## src/hw/rtl/fbt_pkg.sv

```systemverilog
package fbt_pkg;

  // Frontier geometry: the field carries 32 slots, SLOTS of them take part
  localparam int FIELD_SLOTS = 32;
  localparam int SLOTS       = 32;
  localparam int FRONT_W     = 2 * FIELD_SLOTS;
  localparam int POS_W       = 5;
  // Nesting depth reaches at most +/- SLOTS
  localparam int DEPTH_W     = $clog2(SLOTS) + 2;

  // Slot codes
  localparam logic [1:0] SLOT_EMPTY = 2'd0;
  localparam logic [1:0] SLOT_START = 2'd1;
  localparam logic [1:0] SLOT_OPEN  = 2'd2;
  localparam logic [1:0] SLOT_CLOSE = 2'd3;

  typedef struct packed {
    logic [FRONT_W-1:0] frontier;
    logic [POS_W-1:0]   position;
  } in_t;

  typedef struct packed {
    logic [FRONT_W-1:0] next_frontier;
    logic               loop_closed;
    logic               impossible_pair;
  } out_t;

  // Scan token handed from cell to cell
  typedef struct packed {
    logic                      live;
    logic                      found;
    logic signed [DEPTH_W-1:0] depth;
  } tok_t;

  // Shared controls from the top level to every cell
  typedef struct packed {
    logic       load;
    logic       scan_up;
    logic [1:0] code;
  } ctl_t;

endpackage

```

## src/hw/rtl/fbt_cell.sv

```systemverilog
module fbt_cell (
  input  logic          clk,
  input  logic          rst,
  input  fbt_pkg::ctl_t ctl,
  input  logic [1:0]    load_slot,
  input  fbt_pkg::tok_t seed,
  input  fbt_pkg::tok_t from_below,
  input  fbt_pkg::tok_t from_above,
  output logic [1:0]    slot,
  output fbt_pkg::tok_t tok_out
);

  fbt_pkg::tok_t tok;
  logic signed [fbt_pkg::DEPTH_W-1:0] depth_next;
  logic hit;

  // Nesting count after this slot is seen
  always_comb begin
    case (slot)
      fbt_pkg::SLOT_OPEN:  depth_next = tok.depth + fbt_pkg::DEPTH_W'(1);
      fbt_pkg::SLOT_CLOSE: depth_next = tok.depth - fbt_pkg::DEPTH_W'(1);
      default:             depth_next = tok.depth;
    endcase
  end

  // First slot where the count returns to zero is the partner bracket
  assign hit = tok.live && !tok.found && (depth_next == '0);

  assign tok_out.live  = tok.live;
  assign tok_out.found = tok.found | hit;
  assign tok_out.depth = depth_next;

  // Token register: seeded on load, otherwise taken from the upstream neighbor
  always_ff @(posedge clk) begin
    if (rst) begin
      tok <= '0;
    end else if (ctl.load) begin
      tok <= seed;
    end else if (ctl.scan_up) begin
      tok <= from_below;
    end else begin
      tok <= from_above;
    end
  end

  // Slot value: loaded, or relabeled when the partner is found here
  always_ff @(posedge clk) begin
    if (ctl.load) begin
      slot <= load_slot;
    end else if (hit) begin
      slot <= ctl.code;
    end
  end

endmodule

```

## src/hw/rtl/frontier_bracket_transition.sv

```systemverilog
// Timing: done comes in the cycle after an accepted transaction for pairs that need no scan;
// a partner scan stays in S_SCAN until the token reaches the far end of the row, then moves to S_EMIT.
// Throughput: one transaction per cycle without a scan; a scan holds busy while the
// token walks the cell row one slot per cycle.
// Reset (rst, synchronous): clears the sequencer and all scan tokens; no result pending.
// The receiver cannot stall: each result shows with done for exactly one cycle.
module frontier_bracket_transition (
  input  logic          clk,
  input  logic          rst,
  input  logic          start,
  input  fbt_pkg::in_t  item,
  output logic          busy,
  output logic          done,
  output fbt_pkg::out_t result
);

  localparam int PE_W = fbt_pkg::POS_W + 1;

  typedef enum logic [2:0] {
    S_IDLE = 3'b001,
    S_SCAN = 3'b010,
    S_EMIT = 3'b100
  } state_t;

  state_t state, state_next;

  logic accept;
  logic [fbt_pkg::POS_W-1:0] pos, pos1;
  logic [PE_W-1:0] pe, pe1, pe2;
  logic in_range;
  logic [1:0] l, r, nl, nr, code_n;
  logic scan_dn, scan_up, loop_n, imp_n;
  logic go_scan, end_seen;

  logic       dir;
  logic [1:0] code;
  logic       loop_closed;
  logic       impossible_pair;

  fbt_pkg::ctl_t ctl;
  logic [1:0]    load_slot [fbt_pkg::FIELD_SLOTS];
  logic [1:0]    slot      [fbt_pkg::FIELD_SLOTS];
  fbt_pkg::tok_t seed      [fbt_pkg::FIELD_SLOTS];
  fbt_pkg::tok_t tok_out   [fbt_pkg::FIELD_SLOTS];
  wire  [fbt_pkg::FRONT_W-1:0] nf;

  assign accept = start && (state != S_SCAN);
  assign busy   = (state == S_SCAN);
  assign done   = (state == S_EMIT);

  // Pair decode of the incoming transaction
  assign pos  = item.position;
  assign pos1 = pos + fbt_pkg::POS_W'(1);
  assign pe   = {1'b0, pos};
  assign pe1  = pe + PE_W'(1);
  assign pe2  = pe + PE_W'(2);
  assign in_range = (pe <= PE_W'(fbt_pkg::SLOTS - 2));
  assign l = item.frontier[{pos, 1'b0} +: 2];
  assign r = item.frontier[{pos1, 1'b0} +: 2];

  always_comb begin
    nl      = l;
    nr      = r;
    code_n  = fbt_pkg::SLOT_EMPTY;
    scan_dn = 1'b0;
    scan_up = 1'b0;
    loop_n  = 1'b0;
    imp_n   = 1'b0;
    if (in_range) begin
      if (l == fbt_pkg::SLOT_EMPTY && r == fbt_pkg::SLOT_EMPTY) begin
        nl = fbt_pkg::SLOT_OPEN;
        nr = fbt_pkg::SLOT_CLOSE;
      end else if (l == fbt_pkg::SLOT_CLOSE && r == fbt_pkg::SLOT_OPEN) begin
        nl = fbt_pkg::SLOT_EMPTY;
        nr = fbt_pkg::SLOT_EMPTY;
      end else if (l == fbt_pkg::SLOT_EMPTY) begin
        nl = r;
        nr = fbt_pkg::SLOT_EMPTY;
      end else if (r == fbt_pkg::SLOT_EMPTY) begin
        nl = fbt_pkg::SLOT_EMPTY;
        nr = l;
      end else if (l == fbt_pkg::SLOT_CLOSE) begin
        // close-close or close-start: partner open lies below
        nl      = fbt_pkg::SLOT_EMPTY;
        nr      = fbt_pkg::SLOT_EMPTY;
        code_n  = r;
        scan_dn = 1'b1;
      end else if (r == fbt_pkg::SLOT_OPEN) begin
        // open-open or start-open: partner close lies above
        nl      = fbt_pkg::SLOT_EMPTY;
        nr      = fbt_pkg::SLOT_EMPTY;
        code_n  = l;
        scan_up = 1'b1;
      end else if (l == fbt_pkg::SLOT_OPEN && r == fbt_pkg::SLOT_CLOSE) begin
        loop_n = 1'b1;
      end else begin
        imp_n = 1'b1;
      end
    end
  end

  // A scan only runs when there is a cell beyond the pair in its direction
  assign go_scan = (scan_dn && (pe != '0)) ||
                   (scan_up && (pe2 <= PE_W'(fbt_pkg::SLOTS - 1)));

  assign ctl.load    = accept;
  assign ctl.scan_up = dir;
  assign ctl.code    = code;

  // Cell row; cells at and above SLOTS only carry their slot through
  for (genvar g = 0; g < fbt_pkg::FIELD_SLOTS; g++) begin : g_cell
    assign load_slot[g] = (in_range && pe == PE_W'(g))  ? nl :
                          (in_range && pe1 == PE_W'(g)) ? nr :
                          item.frontier[2*g +: 2];
    assign nf[2*g +: 2] = slot[g];

    if (g < fbt_pkg::SLOTS) begin : g_live
      fbt_pkg::tok_t below, above;
      assign seed[g].live  = (scan_dn && (pe == PE_W'(g + 1))) ||
                             (scan_up && (pe2 == PE_W'(g)));
      assign seed[g].found = 1'b0;
      assign seed[g].depth = scan_up ? fbt_pkg::DEPTH_W'(1) : '1;
      if (g == 0) begin : g_lo
        assign below = '0;
      end else begin : g_mid_lo
        assign below = tok_out[g-1];
      end
      if (g == fbt_pkg::SLOTS - 1) begin : g_hi
        assign above = '0;
      end else begin : g_mid_hi
        assign above = tok_out[g+1];
      end
      fbt_cell u_cell (
        .clk        (clk),
        .rst        (rst),
        .ctl        (ctl),
        .load_slot  (load_slot[g]),
        .seed       (seed[g]),
        .from_below (below),
        .from_above (above),
        .slot       (slot[g]),
        .tok_out    (tok_out[g])
      );
    end else begin : g_pass
      assign seed[g] = '0;
      fbt_cell u_cell (
        .clk        (clk),
        .rst        (rst),
        .ctl        (ctl),
        .load_slot  (load_slot[g]),
        .seed       (seed[g]),
        .from_below ('0),
        .from_above ('0),
        .slot       (slot[g]),
        .tok_out    (tok_out[g])
      );
    end
  end

  // Scan ends when the token reaches the cell at the far end of the row
  assign end_seen = dir ? tok_out[fbt_pkg::SLOTS-1].live : tok_out[0].live;

  // Sequencer
  always_comb begin
    state_next = state;
    case (state)
      S_IDLE, S_EMIT: begin
        if (accept) begin
          state_next = go_scan ? S_SCAN : S_EMIT;
        end else begin
          state_next = S_IDLE;
        end
      end
      S_SCAN: begin
        if (end_seen) begin
          state_next = S_EMIT;
        end
      end
      default: state_next = S_IDLE;
    endcase
  end

  always_ff @(posedge clk) begin
    if (rst) begin
      state <= S_IDLE;
    end else begin
      state <= state_next;
    end
  end

  // Per-transaction scan settings and flags
  always_ff @(posedge clk) begin
    if (accept) begin
      dir             <= scan_up;
      code            <= code_n;
      loop_closed     <= loop_n;
      impossible_pair <= imp_n;
    end
  end

  assign result.next_frontier   = nf;
  assign result.loop_closed     = loop_closed;
  assign result.impossible_pair = impossible_pair;

endmodule

```

## config.mk

```make
export PLATFORM = sky130hd
export DESIGN_NAME = frontier_bracket_transition
export DESIGN_NICKNAME = d
export VERILOG_FILES = /design/src/hw/rtl/fbt_pkg.sv /design/src/hw/rtl/fbt_cell.sv /design/src/hw/rtl/frontier_bracket_transition.sv
export SDC_FILE = /design/constraint.sdc
export NUM_CORES = 1
export LEC_CHECK = 0
export BUFFER_PORTS_ARGS = -buffer_cell sky130_fd_sc_hd__buf_2
export CAP_MARGIN = 5
export CELL_PAD_IN_SITES_DETAIL_PLACEMENT = 1
export CELL_PAD_IN_SITES_GLOBAL_PLACEMENT = 2
export CORE_UTILIZATION = 35
export CTS_CLUSTER_SIZE = 8
export DETAILED_ROUTE_END_ITERATION = 10
export PLACE_DENSITY = 0.82
export SLEW_MARGIN = 20
export SYNTH_ARGS = -nofsm -noshare
export SYNTH_HDL_FRONTEND = slang
export SYNTH_SLANG_ARGS = --single-unit
```

## constraint.sdc

```tcl
create_clock -name clk -period 3.55 [get_ports clk]
set_input_delay 0.71 -clock clk [delete_from_list [all_inputs] [get_ports clk]]
set_output_delay 0.71 -clock clk [all_outputs]
set_load 0.05 [all_outputs]
```

# == Yosys cells after proc, flatten, opt, wreduce, memory -nomap -nowiden ==
# Index checks and enable logic that the tools add are counted.
# totals
regBits,360
latch_bits,0
ramBits,0
romBits,0
out_inout_bits,68
wordCells,1002
mem_count,0
# classes
n_addsub,67
n_mul,0
n_div,0
n_lt_le_gt_ge,2
eq_ne,166
shift,2
muxes,261
bitwise,34
n_reduce_logical,337
# ops
op,count
two-way mux 9 bit,64
one-hot mux 7 bit (2 select lines),32
two-way mux 2 bit,144
"adder 7 x 2 -> 7 bit, second input constant",32
logical NOT 7 bit,32
"subtractor 7 x 2 -> 7 bit, second input constant",32
logical AND 1 bit,197
"== test 6 x 5 -> 1 bit, second input constant",32
"== test 2 bit, second input constant",68
variable part select 64 x 7 -> 2 bit,2
"== test 6 x 4 -> 1 bit, second input constant",16
"== test 5 bit, second input constant",16
nonzero test 2 bit,32
"== test 6 x 3 -> 1 bit, second input constant",8
"== test 5 x 4 -> 1 bit, second input constant",8
logical NOT 1 bit,32
logical OR 1 bit,32
OR 1 bit,32
"== test 6 x 2 -> 1 bit, second input constant",4
"== test 5 x 3 -> 1 bit, second input constant",4
logical NOT 6 bit,3
two-way mux 1 bit,16
"== test 6 x 1 -> 1 bit, second input constant",2
"== test 5 x 2 -> 1 bit, second input constant",2
21 further kinds,27

# == Logic depth before layout (Yosys ltp) ==
# logic_depth
word_depth,15
ltp_mapped,14
ltp_nobuf,11

# == Modules after synthesis ==
# Synthesis repeated with hierarchy kept, for this count alone.
# hier_totals
hier_cells,3916
area_unflattened_um2,31732.9
# by_module_without_submodules
mod,instances,cells_each,area_each_um2,seq_area_each_um2
fbt_cell,32,104,862.1,240.2
frontier_bracket_transition,1,588,4146.5,210.2

# == Worst setup path after synthesis ==
# OpenSTA, ideal clock, no wires.
# synth_timing
kind,input to register
startpoint,input item[0] (netlist name)
endpoint,register g_cell[12].g_live.u_cell.slot[1] (data pin)
setup_time_ps,261
arrival_time_ps,3586
required_ps,3289
slack_ps,-297
cell_stages,12
n_path_buf,3
cell_sequence,buf_4 -> inv_1 -> ha_1 -> buf_2 -> mux4_2 -> a32oi_1 -> and3_1 -> nor4_1 -> o21ai_2 -> buf_2 -> nand3_1 -> a221o_1
# synth_between
elab_chain_cells,13
elab_cells_between_ends,32
cone_classes,add/sub (2); order compare (1); eq/ne (4); shift (2); mux (17); reduce/logical (6)
# synth_lines
element,line_no,source
start: declaration,frontier_bracket_transition.sv:11,"input fbt_pkg::in_t item,"
adder 5 x 1 -> 5 bit,frontier_bracket_transition.sv:53,assign pos1 = pos + fbt_pkg::POS_W'(1);
variable part select 64 x 7 -> 2 bit,frontier_bracket_transition.sv:59,"assign r = item.frontier[{pos1, 1'b0} +: 2];"
== test 2 bit,"frontier_bracket_transition.sv:73, frontier_bracket_transition.sv:88",
two-way mux 2 bit,frontier_bracket_transition.sv:88,end else if (r == fbt_pkg::SLOT_OPEN) begin
two-way mux 2 bit,frontier_bracket_transition.sv:82,end else if (l == fbt_pkg::SLOT_CLOSE) begin
two-way mux 2 bit,frontier_bracket_transition.sv:79,end else if (r == fbt_pkg::SLOT_EMPTY) begin
two-way mux 2 bit,frontier_bracket_transition.sv:76,end else if (l == fbt_pkg::SLOT_EMPTY) begin
two-way mux 2 bit,frontier_bracket_transition.sv:73,end else if (l == fbt_pkg::SLOT_CLOSE && r == fbt_pkg::SLOT_OPEN) begin
two-way mux 2 bit,frontier_bracket_transition.sv:70,if (l == fbt_pkg::SLOT_EMPTY && r == fbt_pkg::SLOT_EMPTY) begin
two-way mux 2 bit,frontier_bracket_transition.sv:69,if (in_range) begin
two-way mux 2 bit,frontier_bracket_transition.sv:113,(in_range && pe1 == PE_W'(g)) ? nr :
two-way mux 2 bit *,frontier_bracket_transition.sv:112,assign load_slot[g] = (in_range && pe == PE_W'(g)) ? nl :
two-way mux 2 bit *,fbt_cell.sv:48,if (ctl.load) begin
end signal: assignment,fbt_cell.sv:49,slot <= load_slot;
end signal: assignment,fbt_cell.sv:51,slot <= ctl.code;
end: declaration,fbt_cell.sv:9,"output logic [1:0] slot,"
# Every way passes the cells marked *; elsewhere a longest branch is shown, timed or not.
# A chain may end at the register's enable or synchronous reset.

# == Worst setup path after layout ==
# layout_timing
startpoint,register g_cell[19].g_live.u_cell.slot[0]
endpoint,"register g_cell[19].g_live.u_cell.slot[1], enable pin"
# layout_between
elab_chain_cells,5
elab_cells_between_ends,6
cone_classes,eq/ne (2); mux (1); reduce/logical (3)
# layout_lines
element,line_no,source
start: declaration,fbt_cell.sv:9,
start signal: assignment,fbt_cell.sv:49,
start signal: assignment,fbt_cell.sv:51,
== test 2 bit,fbt_cell.sv:19,case (slot)
one-hot mux 7 bit (2 select lines) *,fbt_cell.sv:19,
logical NOT 7 bit *,fbt_cell.sv:27,assign hit = tok.live && !tok.found && (depth_next == '0);
logical AND 1 bit *,fbt_cell.sv:27,
nonzero test 2 bit (no source line) *,n/a,
# Marks and branches as above.

==> metrics.txt <==
grt ovf=0; Reg clk slew, reported paths=60 ps; final-report hold violation count=0; synthesized instance count=3367; share of layout cells above drive strength 1=16.4%; number of global-route vias before repair=28.0k; diode count=0; Worst Hold Class=in -> reg; met3 usage=3.52%; Core ar.=79100 sq um; PwrDens=501 nW/um^2; crit-path cells=nand2_1 -> inv_1 -> fa_1 -> a21o_1 -> a21o_1 -> a2111oi_0 -> nor3_1 -> xnor2_1 -> nor3b_2 -> buf_4 -> or2_2; Hold WS=533 ps; Worst Path Arrival=3740 ps; worst-margin pin slew=914 ps; CP peak stage delay=490 ps; Die Height=285 microns; max cap viols=0; Crit path required time=3890 ps; post_cts resized=1; drt pass-1 iters=5; WP buf/inv=2; Via density=5.94; outcome=complete, no violations; CTS tree=yes; CP max stage cell=edfxtp_1; overall routing resource usage=27.2%; via count=27.8k; crit start category=flop; worst skew pair latency=620 ps; die area=81300 sq um; Reg area=7900 sq um; worst reg2reg path endpoint=g_cell[19].g_live.u_cell.slot[1]$_DFFE_PP_; worst-path fanout max=4; post-synth top area cell=dfxtp_1; met1 usage=39.2%; FF-to-FF setup slack=150 ps; ranking of synthesized cells by area=dfxtp_1 21%, ha_1 7.5%, edfxtp_1 7.4%; Final Instance Area=32900 sq um; CTS Buf Count=51; global route hottest layer=met2; multi-input logic area=19100 sq um; top cell type's share of synthesized area=20.8%; DR WL/cell=24.1 microns; CP Class=reg -> reg; DR DRC count=0; Crit path max-delay family=simple AND/OR/NAND/NOR gates; Bufs on Longest Clock Path=3; # rows=103; I/O Pins=140; FMAX=0.294 GHz; worst clock skew=33.3 ps; Critical Path End Type=flop; number of synthesized flops with an enable pin=69; initial antenna violation count=2; warnings from Yosys=0; register bit total from synthesis=360; RSZ-0062 raised after global routing=no; Max Slew Vio Count=0; Cell Area, Synth=28100 sq um; most frequent cells in the layout=323 x nor2_1, 314 x nand2_1, 291 x a21oi_1, 291 x dfxtp_1, 239 x buf_4; H-tree depth=2; placed cell area=31400 sq um; final wirelength=113000 microns; grt met2 use=42.5%; post-route ant nets=0; fill cell count=9537; reg2reg path depth=11; Nets=3880; largest net degree at the start of global routing=137; setup repair bufs after CTS=0; first-pass GRT wire length=173000 microns; Final Critical Period=3400 ps; clock root buffer=clkbuf_16; Synth cell types=89; fin crit share=95.8%; post-synth net total=3640; HPWL reported at the end of detailed placement=85500 microns; commonest non-fill, non-tap cell in the layout=nor2_1; area added between synthesis and finish=17.3%; gpl congestion=0.920; most frequent CP cell=a21o_1; Post-synth ARST share=0%; peak supply drop=0.351 mV; Hold Path End=g_cell[27].g_live.u_cell.slot[0]$_DFFE_PP_; hold path startpoint=item[59]; Slew headroom=39.1%; sequential-to-total area share from yosys stat=28.1%; chip width=285 microns; top_reg_cell synth=dfxtp_1; # hold bufs at CTS=0; First DRT Iteration DRCs=2339; Setup Viol. Count Final=0; initial core utilization=35.5%; worst r2r src=g_cell[19].g_live.u_cell.slot[0]$_DFFE_PP_; Min-Delay Path Depth=3; leakage power=14.2 nW; Syn Area/Cell=8.34 sq um; Port Buffers=139; clk sink count=360
-- worst max-delay path by stage --
stage                                                          start                                          to  cells past startpoint
after floorplan                                              item[0]  g_cell[16].g_live.u_cell.slot[1]$_DFFE_PP_                     12
after global placement                                       item[0]  g_cell[28].g_live.u_cell.slot[0]$_DFFE_PP_                     12
after detailed placement                                     item[0]  g_cell[28].g_live.u_cell.slot[0]$_DFFE_PP_                     12
after CTS                 g_cell[29].g_live.u_cell.slot[0]$_DFFE_PP_  g_cell[29].g_live.u_cell.slot[0]$_DFFE_PP_                     10
after global routing      g_cell[14].g_live.u_cell.slot[0]$_DFFE_PP_  g_cell[14].g_live.u_cell.slot[0]$_DFFE_PP_                     11
final                     g_cell[19].g_live.u_cell.slot[0]$_DFFE_PP_  g_cell[19].g_live.u_cell.slot[1]$_DFFE_PP_                     11
-- layer usage --
metal	part of all wire (%)	routed length [microns]
met2	44	50000
met1	47	52800
met4	2.6	2930
met3	6.4	7240
met5	0.0097	11
-- flip-flops by register name, summed over array words and instances, names as in the netlist --
name / count
g_cell.g_live.u_cell.tok: 256
impossible_pair: 1
loop_closed: 1
code: 2
state: 3
dir: 1
g_cell.g_live.u_cell.tok_out: 32
g_cell.g_live.u_cell.slot: 64
-- final cells by class --
class                      count  share of cell area, %
sequential                   360                   24.0
timing repair buffer         394                   8.55
multi-input combinational   2697                   57.9
clock buffer                  76                   4.32
inverter                     103                   1.20
clock inverter                 2                 0.0760
tap                         1050                   3.99
-- cell usage after synthesis, types with 18 or more instances --
| library cell | n |
|---|---|
| a21o_1 | 81 |
| nand4_1 | 33 |
| ha_1 | 169 |
| clkbuf_1 | 139 |
| and2_1 | 25 |
| a221o_1 | 23 |
| nand2_1 | 316 |
| fa_1 | 32 |
| a211o_1 | 18 |
| a2111oi_0 | 25 |
| dfxtp_1 | 291 |
| or2_2 | 30 |
| xor2_1 | 64 |
| o311ai_0 | 32 |
| nor4b_1 | 29 |
| a21oi_1 | 291 |
| nor2_1 | 323 |
| nor3_1 | 99 |
| nor2b_1 | 41 |
| nor3b_1 | 23 |
| o21ai_0 | 117 |
| buf_1 | 26 |
| nand3_1 | 99 |
| o22ai_1 | 42 |
| and4_1 | 32 |
| mux2i_1 | 186 |
| mux2_2 | 48 |
| o211ai_1 | 39 |
| buf_2 | 27 |
| inv_1 | 102 |
| o21bai_1 | 39 |
| nand2b_1 | 31 |
| o221ai_1 | 56 |
| xnor2_1 | 106 |
| or3_1 | 36 |
| mux4_2 | 22 |
| edfxtp_1 | 69 |
-- power breakdown --
part	internal, mW	leakage, nW	total [mW]	switching, mW
combinational	2.67	10.4	6.80	4.13
clock	2.71	0.699	4.65	1.94
sequential	4.67	3.11	5.06	0.397
total	10.0	14.2	16.5	6.47
-- logic make-up (layout without fill, tap and decap cells) --
family	Yosys count	in the layout	share of synthesized area, %
AO/OA/AOI/OAI	878	878	20.8
XOR/XNOR	170	170	5.30
adder cells (fa/ha/maj)	201	201	9.82
buffers and inverters	310	575	4.52
flip-flops	360	360	28.1
multiplexers	256	256	10.3
AND/OR/NAND/NOR	1192	1192	21.1
-- worst min-delay path, stage by stage --
cell and delay [ps]:
buf_2 120, a31oi_1 80, o311ai_1 100
-- stage by stage --
stage | power [mW] | TNS (ps) | cells | util [%] | setup slack [ps]
finish | 16.5 | 0 | 4682 | 41.6 | 148
global route | 17.4 | 0 | 4682 | 41.6 | 3.26
CTS | 16.5 | 0 | 4682 | 41.5 | 65.9
detailed placement | 11.8 | -27140 | 4604 | 39.7 | -397
global placement | 11.7 | -16690 | 4604 | 39.7 | -307
floorplan | 9.39 | -210 | 3367 | - | -15.4
Power figures use the tool's default switching activity.
